### config.mk
export PLATFORM = sky130hd
export DESIGN_NAME = gain_scheduled_pid_core_flat
export DESIGN_NICKNAME = d
export VERILOG_FILES = /design/src/hdl/gsp_pkg.sv /design/src/hdl/gsp_cmd_if.sv /design/src/hdl/gain_scheduled_pid_core.sv /design/src/flat_wrapper.sv
export SDC_FILE = /design/constraint.sdc
export NUM_CORES = 2
export LEC_CHECK = 0
export ABC_AREA = 1
export BUFFER_PORTS_ARGS = -buffer_cell sky130_fd_sc_hd__buf_4
export CORE_ASPECT_RATIO = 1.5
export CORE_UTILIZATION = 30
export CTS_CLUSTER_DIAMETER = 200
export DETAILED_ROUTE_END_ITERATION = 8
export HOLD_SLACK_MARGIN = 0.1
export PLACE_DENSITY = 0.5
export SLEW_MARGIN = 20
export SYNTH_ARGS = -nofsm -noshare
export SYNTH_HDL_FRONTEND = slang
export SYNTH_SLANG_ARGS = --single-unit
### constraint.sdc
create_clock -name clk -period 12.5 [get_ports clk]
set_clock_uncertainty 0.1 [all_clocks]
set_input_delay 2.5 -clock clk [delete_from_list [all_inputs] [get_ports clk]]
set_output_delay 2.5 -clock clk [all_outputs]
set_load 0.05 [all_outputs]
### src/hdl/gsp_pkg.sv
// ----------------------------------------------------------------------------
// gsp_pkg: shared types and constants
// Codes, field widths and the sequencer state type of the gain-scheduled
// PID core.
// ----------------------------------------------------------------------------
package gsp_pkg;

	localparam int SIG_W  = 16;
	localparam int ERR_W  = 17;
	localparam int DIFF_W = 18;
	localparam int INT_W  = 32;
	localparam int DER_W  = 34;
	localparam int MA_W   = 35;
	localparam int MB_W   = 17;
	localparam int PROD_W = MA_W + MB_W;
	localparam int ACC_W  = 44;

	typedef logic [1:0] func_t;
	typedef logic [1:0] status_t;
	typedef logic [1:0] cfg_idx_t;
	typedef logic signed [SIG_W-1:0] sig_t;

	localparam func_t FN_STEP   = 2'd0;
	localparam func_t FN_APPEND = 2'd1;
	localparam func_t FN_CLEAR  = 2'd2;

	localparam status_t ST_OK        = 2'd0;
	localparam status_t ST_NO_REGION = 2'd1;
	localparam status_t ST_FULL      = 2'd2;

	localparam cfg_idx_t CFG_STEP_TIME = 2'd0;
	localparam cfg_idx_t CFG_RATE_HZ   = 2'd1;
	localparam cfg_idx_t CFG_CLEAR_SW  = 2'd2;
	localparam cfg_idx_t CFG_WINDUP    = 2'd3;

	typedef enum logic [3:0] {
		S_IDLE,
		S_DECODE,
		S_SEARCH,
		S_MUL_INC,
		S_MUL_DRV,
		S_MUL_P,
		S_MUL_I,
		S_MUL_D,
		S_ADD_D,
		S_CLAMP,
		S_DONE
	} gsp_state_t;

endpackage

### src/hdl/gsp_cmd_if.sv
// ----------------------------------------------------------------------------
// gsp_cmd_if: command channel
// Valid/ready channel carrying one command word into the PID core.
// ----------------------------------------------------------------------------
interface gsp_cmd_if;
	import gsp_pkg::*;

	logic  valid;
	logic  ready;
	func_t func;
	sig_t  target;
	sig_t  measured;
	sig_t  schedule_value;
	sig_t  region_threshold;
	sig_t  gain_p;
	sig_t  gain_i;
	sig_t  gain_d;
	sig_t  limit_low;
	sig_t  limit_high;

	modport source (
		output valid, func, target, measured, schedule_value, region_threshold,
		       gain_p, gain_i, gain_d, limit_low, limit_high,
		input  ready
	);
	modport sink (
		input  valid, func, target, measured, schedule_value, region_threshold,
		       gain_p, gain_i, gain_d, limit_low, limit_high,
		output ready
	);
endinterface

// ----------------------------------------------------------------------------
// gsp_res_if: result channel
// Valid/ready channel carrying one result word out of the PID core.
// ----------------------------------------------------------------------------
interface gsp_res_if;
	import gsp_pkg::*;

	logic       valid;
	logic       ready;
	sig_t       drive;
	logic [1:0] region_now;
	status_t    status;
	logic       clamped;

	modport source (output valid, drive, region_now, status, clamped, input ready);
	modport sink   (input valid, drive, region_now, status, clamped, output ready);
endinterface

### src/hdl/gain_scheduled_pid_core.sv
// ----------------------------------------------------------------------------
// gain_scheduled_pid_core: gain-scheduled PID controller
// Region table lookup, Q24.8 saturating integral, derivative and clamped
// output, all products through one shared 35x17 multiplier.
// ----------------------------------------------------------------------------
// Sequence: a step word passes decode, a serial scan of 1..MAX_REGIONS regions,
//   five shared multiplies, the D-term add and the clamp before its result.
//   Append, clear and no-region words go from decode straight to done.
// Throughput: one word at a time; the next word is accepted once the result
//   is in the output register, even while that result waits.
// Reset: region table empty, integral and previous error zero, config at
//   its default values; table entries are not cleared.
// ----------------------------------------------------------------------------
module gain_scheduled_pid_core #(
	parameter int MAX_REGIONS = 4
) (
	input  logic              clk,
	input  logic              arst_n,
	gsp_cmd_if.sink           cmd,
	gsp_res_if.source         res,
	input  logic              cfg_we,
	input  gsp_pkg::cfg_idx_t cfg_index,
	input  logic [15:0]       cfg_data
);
	import gsp_pkg::*;

	localparam int IW = (MAX_REGIONS > 1) ? $clog2(MAX_REGIONS) : 1;
	localparam int CW = $clog2(MAX_REGIONS + 1);

	gsp_state_t state_q, state_d;

	// config
	logic [15:0] step_time_q, rate_hz_q;
	logic        clear_sw_q, windup_q;

	// region table
	sig_t thr_q [MAX_REGIONS];
	sig_t gp_q  [MAX_REGIONS];
	sig_t gi_q  [MAX_REGIONS];
	sig_t gd_q  [MAX_REGIONS];
	sig_t lo_q  [MAX_REGIONS];
	sig_t hi_q  [MAX_REGIONS];

	logic [CW-1:0] count_q;
	logic [IW-1:0] active_q, idx_q;

	logic signed [INT_W-1:0] integ_q, before_q;
	logic signed [ERR_W-1:0] last_q, err_q;
	logic signed [DER_W-1:0] deriv_q;
	logic signed [ACC_W-1:0] acc_q;
	logic signed [PROD_W-1:0] prod_q;

	// captured command word
	func_t func_q;
	sig_t  target_q, measured_q, sched_q;
	sig_t  thr_in_q, gp_in_q, gi_in_q, gd_in_q, lo_in_q, hi_in_q;

	// result staging and output register
	sig_t    drive_q, out_drive_q;
	status_t status_q, out_status_q;
	logic    clamped_q, out_clamped_q;
	logic [1:0] out_region_q;
	logic    out_valid_q;

	logic signed [MA_W-1:0] mul_a;
	logic signed [MB_W-1:0] mul_b;
	logic                   load_res;
	logic                   hit;
	logic                   table_full;
	logic signed [DER_W-1:0] incr;
	logic signed [DER_W-1:0] integ_sum;
	logic signed [INT_W-1:0] integ_sat;
	logic signed [ACC_W-1:0] term_i;
	logic signed [ACC_W-1:0] term_pd;
	logic signed [ACC_W-1:0] lim_hi, lim_lo;

	assign hit        = (sched_q >= thr_q[idx_q]) || (idx_q == '0);
	assign table_full = count_q >= CW'(MAX_REGIONS);
	assign incr       = $signed(prod_q[DER_W+7:8]);
	assign integ_sum  = DER_W'(integ_q) + incr;
	assign term_i     = ACC_W'($signed(prod_q[PROD_W-1:16]));
	assign term_pd    = $signed(prod_q[ACC_W+7:8]);
	assign lim_hi     = ACC_W'(hi_q[active_q]);
	assign lim_lo     = ACC_W'(lo_q[active_q]);

	always_comb begin
		if (integ_sum[DER_W-1:INT_W-1] == '0 || integ_sum[DER_W-1:INT_W-1] == '1) begin
			integ_sat = integ_sum[INT_W-1:0];
		end else if (integ_sum[DER_W-1]) begin
			integ_sat = {1'b1, {(INT_W-1){1'b0}}};
		end else begin
			integ_sat = {1'b0, {(INT_W-1){1'b1}}};
		end
	end

	// next state
	always_comb begin
		state_d = state_q;
		unique case (state_q)
			S_IDLE:    if (cmd.valid) state_d = S_DECODE;
			S_DECODE:  begin
				if (func_q == FN_STEP && count_q != '0) begin
					state_d = S_SEARCH;
				end else begin
					state_d = S_DONE;
				end
			end
			S_SEARCH:  if (hit) state_d = S_MUL_INC;
			S_MUL_INC: state_d = S_MUL_DRV;
			S_MUL_DRV: state_d = S_MUL_P;
			S_MUL_P:   state_d = S_MUL_I;
			S_MUL_I:   state_d = S_MUL_D;
			S_MUL_D:   state_d = S_ADD_D;
			S_ADD_D:   state_d = S_CLAMP;
			S_CLAMP:   state_d = S_DONE;
			S_DONE:    if (load_res) state_d = S_IDLE;
			default:   state_d = S_IDLE;
		endcase
	end

	// outputs and shared multiplier operands
	always_comb begin
		cmd.ready = 1'b0;
		load_res  = 1'b0;
		mul_a     = '0;
		mul_b     = '0;
		unique case (state_q)
			S_IDLE:    cmd.ready = 1'b1;
			S_MUL_INC: begin
				mul_a = MA_W'(err_q);
				mul_b = {1'b0, step_time_q};
			end
			S_MUL_DRV: begin
				mul_a = MA_W'(DIFF_W'(err_q) - DIFF_W'(last_q));
				mul_b = {1'b0, rate_hz_q};
			end
			S_MUL_P:   begin
				mul_a = MA_W'(err_q);
				mul_b = MB_W'(gp_q[active_q]);
			end
			S_MUL_I:   begin
				mul_a = MA_W'(integ_q);
				mul_b = MB_W'(gi_q[active_q]);
			end
			S_MUL_D:   begin
				mul_a = MA_W'(deriv_q);
				mul_b = MB_W'(gd_q[active_q]);
			end
			S_DONE:    load_res = !out_valid_q || res.ready;
			default:   ;
		endcase
	end

	always_ff @(posedge clk or negedge arst_n) begin
		if (!arst_n) begin
			state_q <= S_IDLE;
		end else begin
			state_q <= state_d;
		end
	end

	always_ff @(posedge clk or negedge arst_n) begin
		if (!arst_n) begin
			step_time_q <= 16'd655;
			rate_hz_q   <= 16'd100;
			clear_sw_q  <= 1'b1;
			windup_q    <= 1'b0;
		end else if (cfg_we) begin
			unique case (cfg_index)
				CFG_STEP_TIME: step_time_q <= cfg_data;
				CFG_RATE_HZ:   rate_hz_q   <= cfg_data;
				CFG_CLEAR_SW:  clear_sw_q  <= cfg_data[0];
				CFG_WINDUP:    windup_q    <= cfg_data[0];
				default:       ;
			endcase
		end
	end

	// command capture and region table, no reset
	always_ff @(posedge clk) begin
		if (cmd.valid && cmd.ready) begin
			func_q     <= cmd.func;
			target_q   <= cmd.target;
			measured_q <= cmd.measured;
			sched_q    <= cmd.schedule_value;
			thr_in_q   <= cmd.region_threshold;
			gp_in_q    <= cmd.gain_p;
			gi_in_q    <= cmd.gain_i;
			gd_in_q    <= cmd.gain_d;
			lo_in_q    <= cmd.limit_low;
			hi_in_q    <= cmd.limit_high;
		end
		if (state_q == S_DECODE && func_q == FN_APPEND && !table_full) begin
			thr_q[IW'(count_q)] <= thr_in_q;
			gp_q[IW'(count_q)]  <= gp_in_q;
			gi_q[IW'(count_q)]  <= gi_in_q;
			gd_q[IW'(count_q)]  <= gd_in_q;
			lo_q[IW'(count_q)]  <= lo_in_q;
			hi_q[IW'(count_q)]  <= hi_in_q;
		end
	end

	// datapath
	always_ff @(posedge clk) begin
		prod_q <= mul_a * mul_b;
		unique case (state_q)
			S_DECODE:  begin
				err_q     <= ERR_W'(target_q) - ERR_W'(measured_q);
				drive_q   <= '0;
				clamped_q <= 1'b0;
				idx_q     <= IW'(count_q - 1'b1);
				status_q  <= ST_OK;
				if (func_q == FN_STEP && count_q == '0) begin
					status_q <= ST_NO_REGION;
				end else if (func_q == FN_APPEND && table_full) begin
					status_q <= ST_FULL;
				end
			end
			S_SEARCH:  if (!hit) idx_q <= idx_q - 1'b1;
			S_MUL_P:   deriv_q <= prod_q[DER_W-1:0];
			S_MUL_I:   acc_q <= term_pd;
			S_MUL_D:   acc_q <= acc_q + term_i;
			S_ADD_D:   acc_q <= acc_q + term_pd;
			S_CLAMP:   begin
				if (acc_q > lim_hi) begin
					drive_q   <= hi_q[active_q];
					clamped_q <= 1'b1;
				end else if (acc_q < lim_lo) begin
					drive_q   <= lo_q[active_q];
					clamped_q <= 1'b1;
				end else begin
					drive_q   <= acc_q[SIG_W-1:0];
				end
			end
			default:   ;
		endcase
	end

	// dynamic controller state
	always_ff @(posedge clk or negedge arst_n) begin
		if (!arst_n) begin
			count_q  <= '0;
			active_q <= '0;
			integ_q  <= '0;
			before_q <= '0;
			last_q   <= '0;
		end else begin
			unique case (state_q)
				S_DECODE:  begin
					if (func_q == FN_APPEND && !table_full) begin
						count_q <= count_q + 1'b1;
					end
					if (func_q == FN_CLEAR) begin
						integ_q <= '0;
						last_q  <= '0;
					end
				end
				S_SEARCH:  begin
					if (hit && idx_q != active_q) begin
						active_q <= idx_q;
						if (clear_sw_q) integ_q <= '0;
					end
				end
				S_MUL_INC: before_q <= integ_q;
				S_MUL_DRV: begin
					integ_q <= integ_sat;
					last_q  <= err_q;
				end
				S_CLAMP:   begin
					if (windup_q && (acc_q > lim_hi || acc_q < lim_lo)) begin
						integ_q <= before_q;
					end
				end
				default:   ;
			endcase
		end
	end

	// output register
	always_ff @(posedge clk or negedge arst_n) begin
		if (!arst_n) begin
			out_valid_q <= 1'b0;
		end else if (load_res) begin
			out_valid_q <= 1'b1;
		end else if (res.ready) begin
			out_valid_q <= 1'b0;
		end
	end

	always_ff @(posedge clk) begin
		if (load_res) begin
			out_drive_q   <= drive_q;
			out_status_q  <= status_q;
			out_clamped_q <= clamped_q;
			out_region_q  <= 2'(active_q);
		end
	end

	assign res.valid      = out_valid_q;
	assign res.drive      = out_drive_q;
	assign res.status     = out_status_q;
	assign res.clamped    = out_clamped_q;
	assign res.region_now = out_region_q;

	a_count_bound: assert property (@(posedge clk) disable iff (!arst_n)
		count_q <= CW'(MAX_REGIONS))
		else $error("region count beyond table depth");

	a_active_in_table: assert property (@(posedge clk) disable iff (!arst_n)
		count_q == '0 || CW'(active_q) < count_q)
		else $error("active region outside filled table");

	a_scan_in_table: assert property (@(posedge clk) disable iff (!arst_n)
		state_q == S_SEARCH |-> CW'(idx_q) < count_q)
		else $error("region scan outside filled table");

	a_status_word: assert property (@(posedge clk) disable iff (!arst_n)
		out_valid_q && out_status_q != ST_OK |-> out_drive_q == '0 && !out_clamped_q)
		else $error("error status word carries a drive value");

	a_no_accept_busy: assert property (@(posedge clk) disable iff (!arst_n)
		state_q == S_DECODE |=> state_q != S_IDLE)
		else $error("decode returned to idle without a result");

endmodule

### src/flat_wrapper.sv
// flat-port wrapper written by rule: the top's interface ports become plain ports
module gain_scheduled_pid_core_flat import gsp_pkg::*;
#(
	parameter int MAX_REGIONS = 4
)
  (clk, arst_n, cfg_we, cfg_index, cfg_data, cmd_valid, cmd_func, cmd_target, cmd_measured, cmd_schedule_value, cmd_region_threshold, cmd_gain_p, cmd_gain_i, cmd_gain_d, cmd_limit_low, cmd_limit_high, cmd_ready, res_valid, res_drive, res_region_now, res_status, res_clamped, res_ready);
  gsp_cmd_if cmd_i ();
  gsp_res_if res_i ();
  input  logic clk;
  input  logic arst_n;
  input  logic cfg_we;
  input  gsp_pkg::cfg_idx_t cfg_index;
  input  logic [15:0] cfg_data;
  input wire logic [$bits(cmd_i.valid)-1:0] cmd_valid;
  input wire logic [$bits(cmd_i.func)-1:0] cmd_func;
  input wire logic [$bits(cmd_i.target)-1:0] cmd_target;
  input wire logic [$bits(cmd_i.measured)-1:0] cmd_measured;
  input wire logic [$bits(cmd_i.schedule_value)-1:0] cmd_schedule_value;
  input wire logic [$bits(cmd_i.region_threshold)-1:0] cmd_region_threshold;
  input wire logic [$bits(cmd_i.gain_p)-1:0] cmd_gain_p;
  input wire logic [$bits(cmd_i.gain_i)-1:0] cmd_gain_i;
  input wire logic [$bits(cmd_i.gain_d)-1:0] cmd_gain_d;
  input wire logic [$bits(cmd_i.limit_low)-1:0] cmd_limit_low;
  input wire logic [$bits(cmd_i.limit_high)-1:0] cmd_limit_high;
  output wire logic [$bits(cmd_i.ready)-1:0] cmd_ready;
  output wire logic [$bits(res_i.valid)-1:0] res_valid;
  output wire logic [$bits(res_i.drive)-1:0] res_drive;
  output wire logic [$bits(res_i.region_now)-1:0] res_region_now;
  output wire logic [$bits(res_i.status)-1:0] res_status;
  output wire logic [$bits(res_i.clamped)-1:0] res_clamped;
  input wire logic [$bits(res_i.ready)-1:0] res_ready;
  assign cmd_i.valid = cmd_valid;
  assign cmd_i.func = cmd_func;
  assign cmd_i.target = cmd_target;
  assign cmd_i.measured = cmd_measured;
  assign cmd_i.schedule_value = cmd_schedule_value;
  assign cmd_i.region_threshold = cmd_region_threshold;
  assign cmd_i.gain_p = cmd_gain_p;
  assign cmd_i.gain_i = cmd_gain_i;
  assign cmd_i.gain_d = cmd_gain_d;
  assign cmd_i.limit_low = cmd_limit_low;
  assign cmd_i.limit_high = cmd_limit_high;
  assign cmd_ready = cmd_i.ready;
  assign res_valid = res_i.valid;
  assign res_drive = res_i.drive;
  assign res_region_now = res_i.region_now;
  assign res_status = res_i.status;
  assign res_clamped = res_i.clamped;
  assign res_i.ready = res_ready;
  gain_scheduled_pid_core #(.MAX_REGIONS(MAX_REGIONS)) u_core (.clk(clk), .arst_n(arst_n), .cmd(cmd_i), .res(res_i), .cfg_we(cfg_we), .cfg_index(cfg_index), .cfg_data(cfg_data));
endmodule
==> flow_summary.json <==
{
  "ctsRootBufferMaster": "clkbuf_16",
  "synth_flop_cell": "edfxtp_1",
  "synth_edf_count": 667,
  "rows": 203,
  "rsz0062_at_grt": "no",
  "core_area_sq_mm": 0.2040,
  "period_needed_ns": 10.55,
  "totalWireLength_mm": 204.5,
  "post_cts_buffers": 0,
  "outcome": "finished clean",
  "nets": 7865,
  "die_area_sq_mm": 0.2073,
  "clkSlewWorstSetupHoldPaths_ns": 0.07,
  "initial_core_util": 0.3022,
  "cts_hold_buffers": 0,
  "grt_max_degree": 71,
  "hpwl_mm": 161.7,
  "fin_util": 0.3368,
  "ys_seq_area_frac": 0.3934,
  "path_class": "reg2reg",
  "drive_gt1_frac": 0.07458,
  "post_cts_resized": 0,
  "synth_nets": 7725,
  "dr.first_iter.drc_count": 2855,
  "hold_path_class": "reg2reg",
  "synth_area_per_cell_sq_um": 9.255,
  "dieWidth_um": 372.1,
  "fin_crit_sh": 0.8438,
  "ir_drop_v": 0.0001369,
  "place_congestion": 0.9637,
  "worstMarginPinSlew_ns": 1.080,
  "ys_ff_latch": 846,
  "htree_levels": 3,
  "antenna_found_initial": 2,
  "worst_ep_required_time_ns": 13.02,
  "die_h_um": 557.1,
  "critPathLaunch": "u_core.active_q[0]$_DFFE_PN0P_",
  "post-route-drc-count": 0,
  "slew_headroom": 0.2803,
  "ys_warn_count": 0,
  "clock-sinks": 846,
  "fmax_mhz": 94.81,
  "endpoint_kind": "register",
  "min_from": "u_core.prod_q[2]$_DFF_P_",
  "cts_buffers": 84,
  "grt_pass1_vias": 47838,
  "maxSlewViolCount": 0,
  "wl_per_cell_um": 21.45,
  "clockBufferDepth": 3,
  "dr_total_vias": 45739,
  "grt_first_pass_wirelength_mm": 303.4,
  "synth.cell_area_sq_mm": 0.06164,
  "fillers": 20828,
  "num_io_pins": 192,
  "io_buffers": 191,
  "hold_viol_final": 0,
  "final_antenna_net_count": 0,
  "synth_cells": 6660,
  "arrival_ns": 11.07,
  "crit_fanout": 67,
  "ys_types": 59,
  "power.leakage_nw": 31.77,
  "finalSetupViolations": 0,
  "first_pass_iters": 6,
  "critPathLaunchType": "register",
  "setup-tns-final_ns": 0,
  "cts_tree": "yes",
  "power_per_cell_area_mw_per_mm2": 223.2,
  "syn_to_final_growth_pct": 11.43,
  "async_flop_share": 0.1478,
  "grt_util_all_layers": 0.1979,
  "reg2reg_from": "u_core.active_q[0]$_DFFE_PN0P_",
  "grt_overflow": 0,
  "clk_latency_ns": 0.77,
  "detail_route.vias_per_cell": 4.797,
  "drv_cap": 0
}
-- sequential cells by signal, indices dropped and copies added, names as in the netlist, 32 cells and up, named ones only --
name	count
u_core.lo_q	64
u_core.thr_q	64
u_core.integ_q	32
u_core.gd_q	64
u_core.before_q	32
u_core.gp_q	64
u_core.prod_q	52
u_core.acc_q	44
u_core.gi_q	64
u_core.deriv_q	34
u_core.hi_q	64
-- stage by stage --
step	hold slack (ns)	std cells	total power, mW	setup slack, ns	cell area, sq um
CTS	0.3019	9530	15.47	2.012	68670
detailed placement	0.2887	9379	12.89	2.060	65960
global placement	0.2909	9379	12.79	2.089	65960
finish	0.2990	9534	15.33	1.952	68680
floorplan	0.2855	6660	9.909	3.658	61640
global route	0.3074	9531	16.53	1.689	68680
-- worst max-delay path: stages (launching register included) --
cell     delay, ns
dfrtp_4       0.69
inv_4         0.62
buf_4         0.69
nor2_1        0.08
o22ai_1       0.21
a22o_1        0.31
nor2_1        0.10
buf_4         0.21
inv_1         0.77
nand2_1       0.11
inv_1         0.12
fa_1          0.41
fa_1          0.52
fa_1          0.43
fa_1          0.47
fa_1          0.51
inv_1         0.05
fa_1          0.48
inv_1         0.04
ha_1          0.44
nand2_1       0.20
nor2_1        0.36
inv_1         0.16
nor4_1        0.88
nand4_1       0.41
nand4_1       0.55
a21oi_1       0.15
xnor2_1       0.15
-- final timing paths --
check                                            endpoint  slack [ns]  cells past startpoint
max                             u_core.prod_q[48]$_DFF_P_        1.95                     27
min                           u_core.deriv_q[2]$_DFFE_PP_        0.30                      0
max reg2reg                     u_core.prod_q[48]$_DFF_P_        1.95                     27
min reg2reg                   u_core.deriv_q[2]$_DFFE_PP_        0.30                      0
max in group asynchronous  u_core.active_q[0]$_DFFE_PN0P_        9.15                      2
min in group asynchronous  u_core.integ_q[30]$_DFFE_PN0P_        1.69                      1
-- synth_stat cells (23+ instances only) --
| library cell | number | area share |
|---|---|---|
| ha_1 | 336 | 0.068 |
| xnor2_1 | 43 | 0.0061 |
| dfrtp_1 | 115 | 0.047 |
| edfxtp_1 | 667 | 0.32 |
| nand4_1 | 29 | 0.0029 |
| o22ai_1 | 67 | 0.0068 |
| buf_2 | 95 | 0.0077 |
| nor3_1 | 34 | 0.0028 |
| nand3_1 | 174 | 0.014 |
| a31oi_1 | 40 | 0.0041 |
| xor2_1 | 66 | 0.0094 |
| fa_1 | 560 | 0.18 |
| a21oi_1 | 319 | 0.026 |
| nand2_1 | 1481 | 0.090 |
| o21ai_0 | 380 | 0.031 |
| a221oi_1 | 24 | 0.0034 |
| inv_2 | 23 | 0.0014 |
| nor2_1 | 576 | 0.035 |
| inv_1 | 1194 | 0.073 |
| dfxtp_1 | 54 | 0.018 |
| clkbuf_1 | 76 | 0.0046 |
-- layout make-up --
type / count / area (sq um) / share of cell area
multi-input cells: 4376 / 31750 / 0.4623
diodes: 4 / 10.01 / 0.0001457
flip-flops and latches: 846 / 24260 / 0.3532
inverters: 1222 / 4591 / 0.06684
clock buffers: 115 / 2288 / 0.03332
repair buffers: 270 / 2031 / 0.02957
well taps: 2665 / 3334 / 0.04855
clock inverters: 36 / 422.9 / 0.006157
-- power by group --
| part | internal, mW | leakage (nW) | switching, mW |
|---|---|---|---|
| clock network | 1.35 | 1.30 | 1.18 |
| logic | 2.72 | 22.3 | 5.94 |
| registers | 3.66 | 8.15 | 0.482 |
-- cells in the final DEF (no fill, tap or decap), types with 67 or more instances in the layout --
cell / count
clkbuf_16: 84
inv_1: 1192
nand3_1: 174
a21oi_1: 319
dfrtp_1: 113
nor2_1: 567
buf_4: 269
fa_1: 560
o22ai_1: 67
nand2_1: 1480
edfxtp_1: 667
ha_1: 336
o21ai_0: 378
-- routing by layer --
metal / track usage / part of all wire / vias up
met5: 0 / 0 / -
met4: 0.1020 / 0.055 / 0
met3: 0.01999 / 0.037 / 335
met2: 0.3702 / 0.53 / 1123
met1: 0.2182 / 0.38 / 22699
li1: - / - / 21582
-- logic make-up after synthesis --
| family | synth area share |
|---|---|
| AO/OA/AOI/OAI | 0.08985 |
| XOR/XNOR | 0.01549 |
| AND/OR/NAND/NOR | 0.1581 |
| flip-flops | 0.3934 |
| adder cells (fa/ha/maj) | 0.2501 |
| buffers and inverters | 0.09303 |
No activity file was read; power rests on OpenSTA's default activity.
